$ cat src/hdl/tasd_pkg.sv
// tasd_pkg: types, constants and the coil sequence function for the
// three-axis stepper drive; no dependencies
`default_nettype none

package tasd_pkg;

  localparam int unsigned STEP_COUNT_BITS_DEFAULT = 16;
  localparam int unsigned PERIOD_BITS_DEFAULT     = 24;
  localparam int unsigned XY_PERIOD_RESET         = 20000;
  localparam int unsigned Z_PERIOD_RESET          = 120000;

  typedef enum logic [0:0] {
    CFG_XY_PERIOD = 1'b0,
    CFG_Z_PERIOD  = 1'b1
  } cfg_index_t;

  typedef enum logic [0:0] {
    ACTION_TICK = 1'b0,
    ACTION_LOAD = 1'b1
  } action_t;

  localparam logic [3:0] COILS_OFF = 4'h0;
  localparam logic [3:0] COILS_A   = 4'hA;
  localparam logic [3:0] COILS_B   = 4'h6;
  localparam logic [3:0] COILS_C   = 4'h5;
  localparam logic [3:0] COILS_D   = 4'h9;

  typedef struct packed {
    logic       x_step_pin;
    logic       y_step_pin;
    logic       x_dir_pin;
    logic       y_dir_pin;
    logic [3:0] z_coils;
    logic       busy_res;
  } result_t;

  // full-step pattern for a phase; raising runs the lowering order from phase 2
  function automatic logic [3:0] coil_step(input logic [1:0] phase, input logic lower);
    logic [1:0] idx;
    logic [3:0] pat;
    idx = lower ? phase : phase + 2'd2;
    case (idx)
      2'd0:    pat = COILS_A;
      2'd1:    pat = COILS_B;
      2'd2:    pat = COILS_C;
      2'd3:    pat = COILS_D;
      default: pat = COILS_OFF;
    endcase
    return pat;
  endfunction

endpackage

`default_nettype wire

$ cat src/hdl/tasd_divider.sv
// tasd_divider: programmable tick divider, fires once every period ticks
// depends on tasd_pkg for the default width
`default_nettype none

module tasd_divider #(
  parameter int unsigned PERIOD_BITS = tasd_pkg::PERIOD_BITS_DEFAULT
) (
  input  wire logic                   clk,
  input  wire logic                   rst,
  input  wire logic                   tick,
  input  wire logic [PERIOD_BITS-1:0] period,
  output logic                        fire
);

  logic [PERIOD_BITS-1:0] timer;
  logic [PERIOD_BITS:0]   count_inc;

  assign count_inc = {1'b0, timer} + {{PERIOD_BITS{1'b0}}, 1'b1};
  assign fire      = count_inc >= {1'b0, period};

  always_ff @(posedge clk) begin
    if (rst) begin
      timer <= '0;
    end else if (tick) begin
      timer <= fire ? '0 : count_inc[PERIOD_BITS-1:0];
    end
  end

endmodule

`default_nettype wire

$ cat src/hdl/tasd_core.sv
// tasd_core: step counters, pins, coil sequencer and busy flag
// depends on tasd_pkg and tasd_divider
`default_nettype none

module tasd_core #(
  parameter int unsigned STEP_COUNT_BITS = tasd_pkg::STEP_COUNT_BITS_DEFAULT,
  parameter int unsigned PERIOD_BITS     = tasd_pkg::PERIOD_BITS_DEFAULT
) (
  input  wire logic                       clk,
  input  wire logic                       rst,
  input  wire logic                       accept,
  input  wire logic                       action,
  input  wire logic [STEP_COUNT_BITS-1:0] x_steps,
  input  wire logic [STEP_COUNT_BITS-1:0] y_steps,
  input  wire logic [STEP_COUNT_BITS-1:0] z_steps,
  input  wire logic                       x_direction,
  input  wire logic                       y_direction,
  input  wire logic                       z_lower,
  input  wire logic [PERIOD_BITS-1:0]     xy_period,
  input  wire logic [PERIOD_BITS-1:0]     z_period,
  output tasd_pkg::result_t               result
);

  logic [STEP_COUNT_BITS-1:0] x_left, y_left, z_left;
  logic [STEP_COUNT_BITS-1:0] x_left_next, y_left_next, z_left_next;
  logic x_pin, y_pin, x_dir_reg, y_dir_reg, lower_mode, busy_flag;
  logic x_pin_next, y_pin_next, x_dir_next, y_dir_next, lower_next, busy_next;
  logic [1:0] coil_phase, coil_phase_next;
  logic [3:0] coil_pattern, coil_pattern_next;
  logic tick, load, xy_fire, z_fire, xy_ev, z_ev, z_done;

  assign load = accept && (action == tasd_pkg::ACTION_LOAD);
  assign tick = accept && (action == tasd_pkg::ACTION_TICK);

  tasd_divider #(.PERIOD_BITS(PERIOD_BITS)) u_xy_div (
    .clk(clk), .rst(rst), .tick(tick), .period(xy_period), .fire(xy_fire)
  );

  tasd_divider #(.PERIOD_BITS(PERIOD_BITS)) u_z_div (
    .clk(clk), .rst(rst), .tick(tick), .period(z_period), .fire(z_fire)
  );

  assign xy_ev  = tick && xy_fire;
  assign z_ev   = tick && z_fire;
  assign z_done = (z_left == '0);

  always_comb begin
    x_left_next       = x_left;
    y_left_next       = y_left;
    z_left_next       = z_left;
    x_pin_next        = x_pin;
    y_pin_next        = y_pin;
    x_dir_next        = x_dir_reg;
    y_dir_next        = y_dir_reg;
    lower_next        = lower_mode;
    busy_next         = busy_flag;
    coil_phase_next   = coil_phase;
    coil_pattern_next = coil_pattern;
    if (load) begin
      x_left_next = x_steps;
      y_left_next = y_steps;
      z_left_next = z_steps;
      x_dir_next  = x_direction;
      y_dir_next  = y_direction;
      lower_next  = z_lower;
      busy_next   = 1'b1;
    end else begin
      if (xy_ev) begin
        if (z_done && (y_left != '0)) begin
          y_pin_next  = ~y_pin;
          y_left_next = y_left - {{(STEP_COUNT_BITS-1){1'b0}}, 1'b1};
        end
        if (z_done && (x_left != '0)) begin
          x_pin_next  = ~x_pin;
          x_left_next = x_left - {{(STEP_COUNT_BITS-1){1'b0}}, 1'b1};
        end
        if (z_done && (x_left_next == '0) && (y_left_next == '0)) begin
          busy_next = 1'b0;
        end
      end
      if (z_ev && !z_done) begin
        coil_pattern_next = tasd_pkg::coil_step(coil_phase, lower_mode);
        coil_phase_next   = coil_phase + 2'd1;
        z_left_next       = z_left - {{(STEP_COUNT_BITS-1){1'b0}}, 1'b1};
      end
    end
  end

  always_ff @(posedge clk) begin
    if (rst) begin
      x_left       <= '0;
      y_left       <= '0;
      z_left       <= '0;
      x_pin        <= 1'b0;
      y_pin        <= 1'b0;
      x_dir_reg    <= 1'b0;
      y_dir_reg    <= 1'b0;
      lower_mode   <= 1'b0;
      busy_flag    <= 1'b0;
      coil_phase   <= 2'd0;
      coil_pattern <= tasd_pkg::COILS_OFF;
    end else begin
      x_left       <= x_left_next;
      y_left       <= y_left_next;
      z_left       <= z_left_next;
      x_pin        <= x_pin_next;
      y_pin        <= y_pin_next;
      x_dir_reg    <= x_dir_next;
      y_dir_reg    <= y_dir_next;
      lower_mode   <= lower_next;
      busy_flag    <= busy_next;
      coil_phase   <= coil_phase_next;
      coil_pattern <= coil_pattern_next;
    end
  end

  // state after this transaction
  assign result.x_step_pin = x_pin_next;
  assign result.y_step_pin = y_pin_next;
  assign result.x_dir_pin  = x_dir_next;
  assign result.y_dir_pin  = y_dir_next;
  assign result.z_coils    = coil_pattern_next;
  assign result.busy_res   = busy_next;

endmodule

`default_nettype wire

$ cat src/hdl/tasd_out_buf.sv
// tasd_out_buf: two-entry result register with skid stage
// depends on tasd_pkg
`default_nettype none

module tasd_out_buf (
  input  wire logic               clk,
  input  wire logic               rst,
  input  wire logic               push,
  input  wire tasd_pkg::result_t  push_data,
  output logic                    full,
  output logic                    out_valid,
  input  wire logic               out_stall,
  output tasd_pkg::result_t       out_data
);

  tasd_pkg::result_t main_data, skid_data;
  logic main_valid, skid_valid, pop;

  assign pop       = main_valid && !out_stall;
  assign full      = skid_valid;
  assign out_valid = main_valid;
  assign out_data  = main_data;

  always_ff @(posedge clk) begin
    if (rst) begin
      main_valid <= 1'b0;
      skid_valid <= 1'b0;
    end else if (!main_valid || pop) begin
      if (skid_valid) begin
        main_valid <= 1'b1;
        skid_valid <= 1'b0;
      end else begin
        main_valid <= push;
      end
    end else if (push) begin
      skid_valid <= 1'b1;
    end
  end

  always_ff @(posedge clk) begin
    if (!main_valid || pop) begin
      main_data <= skid_valid ? skid_data : push_data;
    end
    if (push && main_valid && !pop) begin
      skid_data <= push_data;
    end
  end

endmodule

`default_nettype wire

$ cat src/hdl/three_axis_stepper_drive.sv
// three_axis_stepper_drive: top level with configuration registers
// depends on tasd_pkg, tasd_core and tasd_out_buf
//
// Every transaction is either one clock tick or a load of a new move, and
// each gives one result: the pin levels, coil pattern and busy flag after
// it. One transaction is taken per cycle while in_stall is low; its
// result is registered in the output buffer. A two-entry output buffer
// lets input keep flowing past a stalled result until the skid entry
// fills; in_stall rises only when both entries hold results not yet taken.
// Period registers are written through the cfg port, which is always ready.
`default_nettype none

module three_axis_stepper_drive #(
  parameter int unsigned STEP_COUNT_BITS = tasd_pkg::STEP_COUNT_BITS_DEFAULT,
  parameter int unsigned PERIOD_BITS     = tasd_pkg::PERIOD_BITS_DEFAULT
) (
  input  wire logic                       clk,
  input  wire logic                       rst,
  input  wire logic                       in_valid,
  output logic                            in_stall,
  input  wire logic                       action,
  input  wire logic [STEP_COUNT_BITS-1:0] x_steps,
  input  wire logic [STEP_COUNT_BITS-1:0] y_steps,
  input  wire logic [STEP_COUNT_BITS-1:0] z_steps,
  input  wire logic                       x_direction,
  input  wire logic                       y_direction,
  input  wire logic                       z_lower,
  output logic                            out_valid,
  input  wire logic                       out_stall,
  output logic                            x_step_pin,
  output logic                            y_step_pin,
  output logic                            x_dir_pin,
  output logic                            y_dir_pin,
  output logic [3:0]                      z_coils,
  output logic                            busy_res,
  input  wire logic                       cfg_valid,
  output logic                            cfg_ready,
  input  wire logic [0:0]                 cfg_index,
  input  wire logic [PERIOD_BITS-1:0]     cfg_data
);

  logic [PERIOD_BITS-1:0] xy_period, z_period;
  logic accept, buf_full;
  tasd_pkg::result_t core_result, out_data;

  assign cfg_ready = 1'b1;
  assign in_stall  = buf_full;
  assign accept    = in_valid && !buf_full;

  always_ff @(posedge clk) begin
    if (rst) begin
      xy_period <= PERIOD_BITS'(tasd_pkg::XY_PERIOD_RESET);
      z_period  <= PERIOD_BITS'(tasd_pkg::Z_PERIOD_RESET);
    end else if (cfg_valid && cfg_ready) begin
      case (cfg_index)
        tasd_pkg::CFG_XY_PERIOD: xy_period <= cfg_data;
        tasd_pkg::CFG_Z_PERIOD:  z_period  <= cfg_data;
        default: ;
      endcase
    end
  end

  tasd_core #(
    .STEP_COUNT_BITS(STEP_COUNT_BITS),
    .PERIOD_BITS(PERIOD_BITS)
  ) u_core (
    .clk(clk),
    .rst(rst),
    .accept(accept),
    .action(action),
    .x_steps(x_steps),
    .y_steps(y_steps),
    .z_steps(z_steps),
    .x_direction(x_direction),
    .y_direction(y_direction),
    .z_lower(z_lower),
    .xy_period(xy_period),
    .z_period(z_period),
    .result(core_result)
  );

  tasd_out_buf u_out_buf (
    .clk(clk),
    .rst(rst),
    .push(accept),
    .push_data(core_result),
    .full(buf_full),
    .out_valid(out_valid),
    .out_stall(out_stall),
    .out_data(out_data)
  );

  assign x_step_pin = out_data.x_step_pin;
  assign y_step_pin = out_data.y_step_pin;
  assign x_dir_pin  = out_data.x_dir_pin;
  assign y_dir_pin  = out_data.y_dir_pin;
  assign z_coils    = out_data.z_coils;
  assign busy_res   = out_data.busy_res;

endmodule

`default_nettype wire

$ cat config.mk
export PLATFORM = sky130hd
export DESIGN_NAME = three_axis_stepper_drive
export DESIGN_NICKNAME = d
export VERILOG_FILES = /design/src/hdl/tasd_pkg.sv /design/src/hdl/tasd_divider.sv /design/src/hdl/tasd_core.sv /design/src/hdl/tasd_out_buf.sv /design/src/hdl/three_axis_stepper_drive.sv
export SDC_FILE = /design/constraint.sdc
export NUM_CORES = 1
export LEC_CHECK = 0
export BUFFER_PORTS_ARGS = -buffer_cell sky130_fd_sc_hd__buf_2
export CELL_PAD_IN_SITES_DETAIL_PLACEMENT = 2
export CELL_PAD_IN_SITES_GLOBAL_PLACEMENT = 2
export CORE_MARGIN = 4
export CORE_UTILIZATION = 39
export DETAILED_ROUTE_END_ITERATION = 6
export GPL_TIMING_DRIVEN = 0
export PLACE_DENSITY_LB_ADDON = 0.1
export SLEW_MARGIN = 20
export SYNTH_ARGS = -nofsm -noshare
export SYNTH_HDL_FRONTEND = slang
export SYNTH_SLANG_ARGS = --single-unit
$ cat constraint.sdc
create_clock -name clk -period 10.2 [get_ports clk]
set_clock_uncertainty 0.15 [all_clocks]
set_input_delay 1.02 -clock clk [delete_from_list [all_inputs] [get_ports clk]]
set_output_delay 1.02 -clock clk [all_outputs]
set_load 0.02 [all_outputs]
==> metrics.md <==
| Metric | Value |
|---|---|
| Mapped Cells | `1277` |
| Crit path time final | `6036 ps` |
| Clk pwr share | `0.414` |
| Setup tns final | `0 ps` |
| Gpl congestion | `0.8888` |
| Layout cells sized above 1 | `0.1086` |
| First-pass GRT wire length | `60900 µm` |
| Synth Area per Inst | `7.946 µm²` |
| Largest net degree at the start of global routing | `21` |
| Sink Count | `176` |
| Initial antenna violation count | `2` |
| Cts repair resizes | `0` |
| Post-DP HPWL | `28780 µm` |
| Max-cap viol count | `0` |
| CTS tree | `built` |
| Crit path from | `u_core.u_xy_div.timer[3]` |
| Arrival time at the worst endpoint | `6250 ps` |
| Core footprint | `0.02540 mm²` |
| Htree depth | `4` |
| Number of vias per cell | `5.762` |
| Max-slew violations | `0` |
| DR WL/cell | `22.28 µm` |
| Mapped Nets | `1416` |
| Yosys reg bits | `176` |
| Routed wire length | `38590 µm` |
| Port Buffers | `91` |
| # IOs | `94` |
| Min-Delay Path Class | `flop to flop` |
| Leakage | `4.642 nW` |
| CP Capture Point | `u_core.x_left[5]` |
| Area grow syn2layout | `14.78%` |
| Filler cell count in the final layout | `2997` |
| Final Cell Area | `0.01165 mm²` |
| Cell Pwr Density | `142.8 mW/mm²` |
| Die Y | `169.3 µm` |
| Met3 capacity usage during global routing | `0.03587` |
| Worst setup EP type | `flop` |
| Die W | `169.3 µm` |
| Hold Fails Final Rpt | `0` |
| Worst skew pair latency | `450 ps` |
| Post-DP Area | `0.01102 mm²` |
| Pre-antenna DRT Iters | `5` |
| Ys async rst share | `0` |
| Global Route met1 Usage | `0.3411` |
| Hold Path Stages | `2` |
| Clk root buf | `clkbuf_16` |
| Met2 Use GR | `0.4733` |
| Flop pwr share | `0.450` |
| Post-CTS Setup Repair Bufs | `0` |
| Sequential fraction of the synthesis area | `0.3650` |
| FF-to-FF End | `u_core.x_left[5]` |
| CTS Buffer Depth | `2` |
| Vias in the first global route | `10900` |
| Maximum VDD drop | `0.08952 mV` |
| Worst r2r path cells | `19` |
| Global Route Usage Sum | `0.2682` |
| # nets final | `1526` |
| Period utilization | `0.5917` |
| RSZ-0062 raised after global routing | `no` |
| Post-route ant nets | `0` |
| Netlist Area Pre-Place | `0.01015 mm²` |
| Initial drt markers | `459` |
| Launching point of the worst reg2reg path | `u_core.u_xy_div.timer[3]` |
| Clk slew on worst S/H paths | `80 ps` |
| Worst Tran Pin Value | `1009 ps` |
| Req. time, crit path | `10410 ps` |
| Fmax | `165.7 MHz` |
| TritonCTS Buffers | `17` |
| EDFF count, synth | `18` |
| Kind of critical path | `flop to flop` |
| Net switching power | `0.5260 mW` |
| Outcome | `complete, no violations` |
| Number of hold buffers added after cts | `0` |
| Most used routing layer | `met2` |
| Synth warn | `0` |
| R2R setup slack | `4160 ps` |
| Startpoint Class | `flop` |
| Via count | `9980` |
| Placed Cells | `1698` |
| Final hold slack | `309.7 ps` |
| FP Rows | `58` |
| # setup viols final | `0` |
| Crit path max fanout | `10` |
| Final Non-Filler Cells | `1732` |
| Internal power | `1.137 mW` |
| Worst slew margin | `0.3275` |
| Combinational share of power | `0.136` |
| Main synth FF type | `dfxtp_1` |
| Remaining Overflow, GRT | `0` |
| Synth unique cells | `69` |
| Switching share of power | `0.3163` |
| Die area | `0.02866 mm²` |
| Post-route DRC | `0` |
| Starting Density | `0.3995` |
[placed cells by master (no fill, tap or decap), types with 6 or more instances in the layout]
| cell type | n |
|---|---|
| a211oi_1 | 30 |
| clkinv_8 | 6 |
| buf_2 | 92 |
| a311oi_1 | 7 |
| clkbuf_1 | 66 |
| and2_1 | 9 |
| edfxtp_1 | 18 |
| nor2_1 | 103 |
| and4_1 | 8 |
| a21oi_1 | 117 |
| clkbuf_16 | 17 |
| a22oi_1 | 6 |
| o21a_1 | 6 |
| nand3b_1 | 23 |
| ha_1 | 57 |
| nor4_1 | 17 |
| nand2b_1 | 9 |
| mux2i_1 | 7 |
| nor2b_1 | 11 |
| and3_1 | 15 |
| dfxtp_1 | 158 |
| inv_1 | 66 |
| nand4_1 | 19 |
| nor3_1 | 28 |
| or3_1 | 20 |
| a21o_1 | 8 |
| o211ai_1 | 9 |
| nand3_1 | 56 |
| o21ai_0 | 50 |
| nand2_1 | 182 |
| xor2_1 | 41 |
| or2_2 | 8 |
| xnor2_1 | 39 |
[how the worst min path moves through the flow]
stage | startpoint | endpoint
final | z_period[11] | z_period[11]
after global routing | z_period[11] | z_period[11]
after CTS | z_period[11] | z_period[11]
after detailed placement | z_period[2] | z_period[2]
after global placement | u_core.u_z_div.timer[20] | u_core.u_z_div.timer[20]
after floorplan | u_core.u_z_div.timer[20] | u_core.u_z_div.timer[20]
[stage by stage]
stage                       util  worst slack (ps)  power, mW
after CTS                 0.4581              4141      1.674
final                     0.4586              4164      1.663
after detailed placement  0.4339              4203     0.9831
after global placement    0.4337              4339     0.9725
after global routing      0.4586              3672      1.726
after floorplan                -              5827     0.8930
[power by group through the flow]
stage | Clock, mW | Sequential, mW | Combinational, mW
floorplan | 0 | 0.760 | 0.134
global placement | 0 | 0.762 | 0.211
detailed placement | 0 | 0.763 | 0.220
CTS | 0.701 | 0.748 | 0.225
global route | 0.725 | 0.752 | 0.249
finish | 0.689 | 0.748 | 0.226
[cell type report]
type / count / area (µm²) / area share
tap: 330 / 412.9 / 0.03545
buffer: 73 / 286.5 / 0.02460
clock buffer: 17 / 425.4 / 0.03652
inverter: 66 / 247.7 / 0.02127
sequential: 176 / 3704 / 0.3180
antenna: 2 / 5.005 / 0.0004297
multi-input combinational: 962 / 5922 / 0.5084
timing repair buffer: 91 / 455.4 / 0.03910
clock inverter: 15 / 188.9 / 0.01622
[routing by layer]
layer | up-vias | share of wire
met5 | - | 0
met4 | 0 | 0.027
met3 | 68 | 0.030
met2 | 172 | 0.50
met1 | 5007 | 0.45
li1 | 4733 | -
[cell usage after synthesis (all sizes together), types with 3 or more instances]
master	number	area, µm²
nand2b	9	56.30
or2	8	50.05
o21ai	53	265.3
a21oi	117	585.6
nor4b	3	32.53
mux2	5	56.30
a32oi	3	26.28
a211oi	30	225.2
inv	66	247.7
nor3	29	150.1
clkbuf	66	247.7
and3	15	93.84
or3	20	125.1
or4	9	82.58
a22oi	6	45.04
nor2b	11	68.82
nor3b	6	56.31
o211ai	9	67.56
o21bai	3	22.52
mux2i	7	70.07
dfxtp	158	3163
a21o	8	60.06
xnor2	39	341.6
nor4	19	118.9
nand4	19	118.9
a211o	5	43.79
edfxtp	18	540.5
o21a	6	45.04
a31oi	5	31.28
buf	7	38.78
and2	10	62.56
nand2	182	683.2
a311oi	7	61.31
and4	8	70.07
ha	57	713.2
xor2	41	359.1
nor2	103	386.6
o31ai	5	51.30
nand3b	23	172.7
nand3	56	280.3
[logic make-up after synthesis]
group	count (synthesis)	synth area share
other cells	1	0.0003696
xor+xnor	80	0.06905
simple gates	536	0.2626
fa+ha+maj	57	0.07028
buf+inv	139	0.05265
mux	12	0.01245
compound gates	276	0.1676
flops	176	0.3650
[critical path, cell delays in order (launching register included)]
cell,delay [ps]
dfxtp_1,310
clkbuf_1,280
nand4_1,260
nor2_1,380
nand3_1,220
nor2_1,240
and2_1,160
clkbuf_1,280
nand4_1,200
xnor2_1,200
ha_1,300
nand4_1,140
nor4bb_1,480
o21ai_0,270
or2_2,360
a21oi_1,740
buf_2,420
nand3_1,130
xor2_1,160
a211oi_1,260
Note: power is estimated with default switching activity, not from simulation.
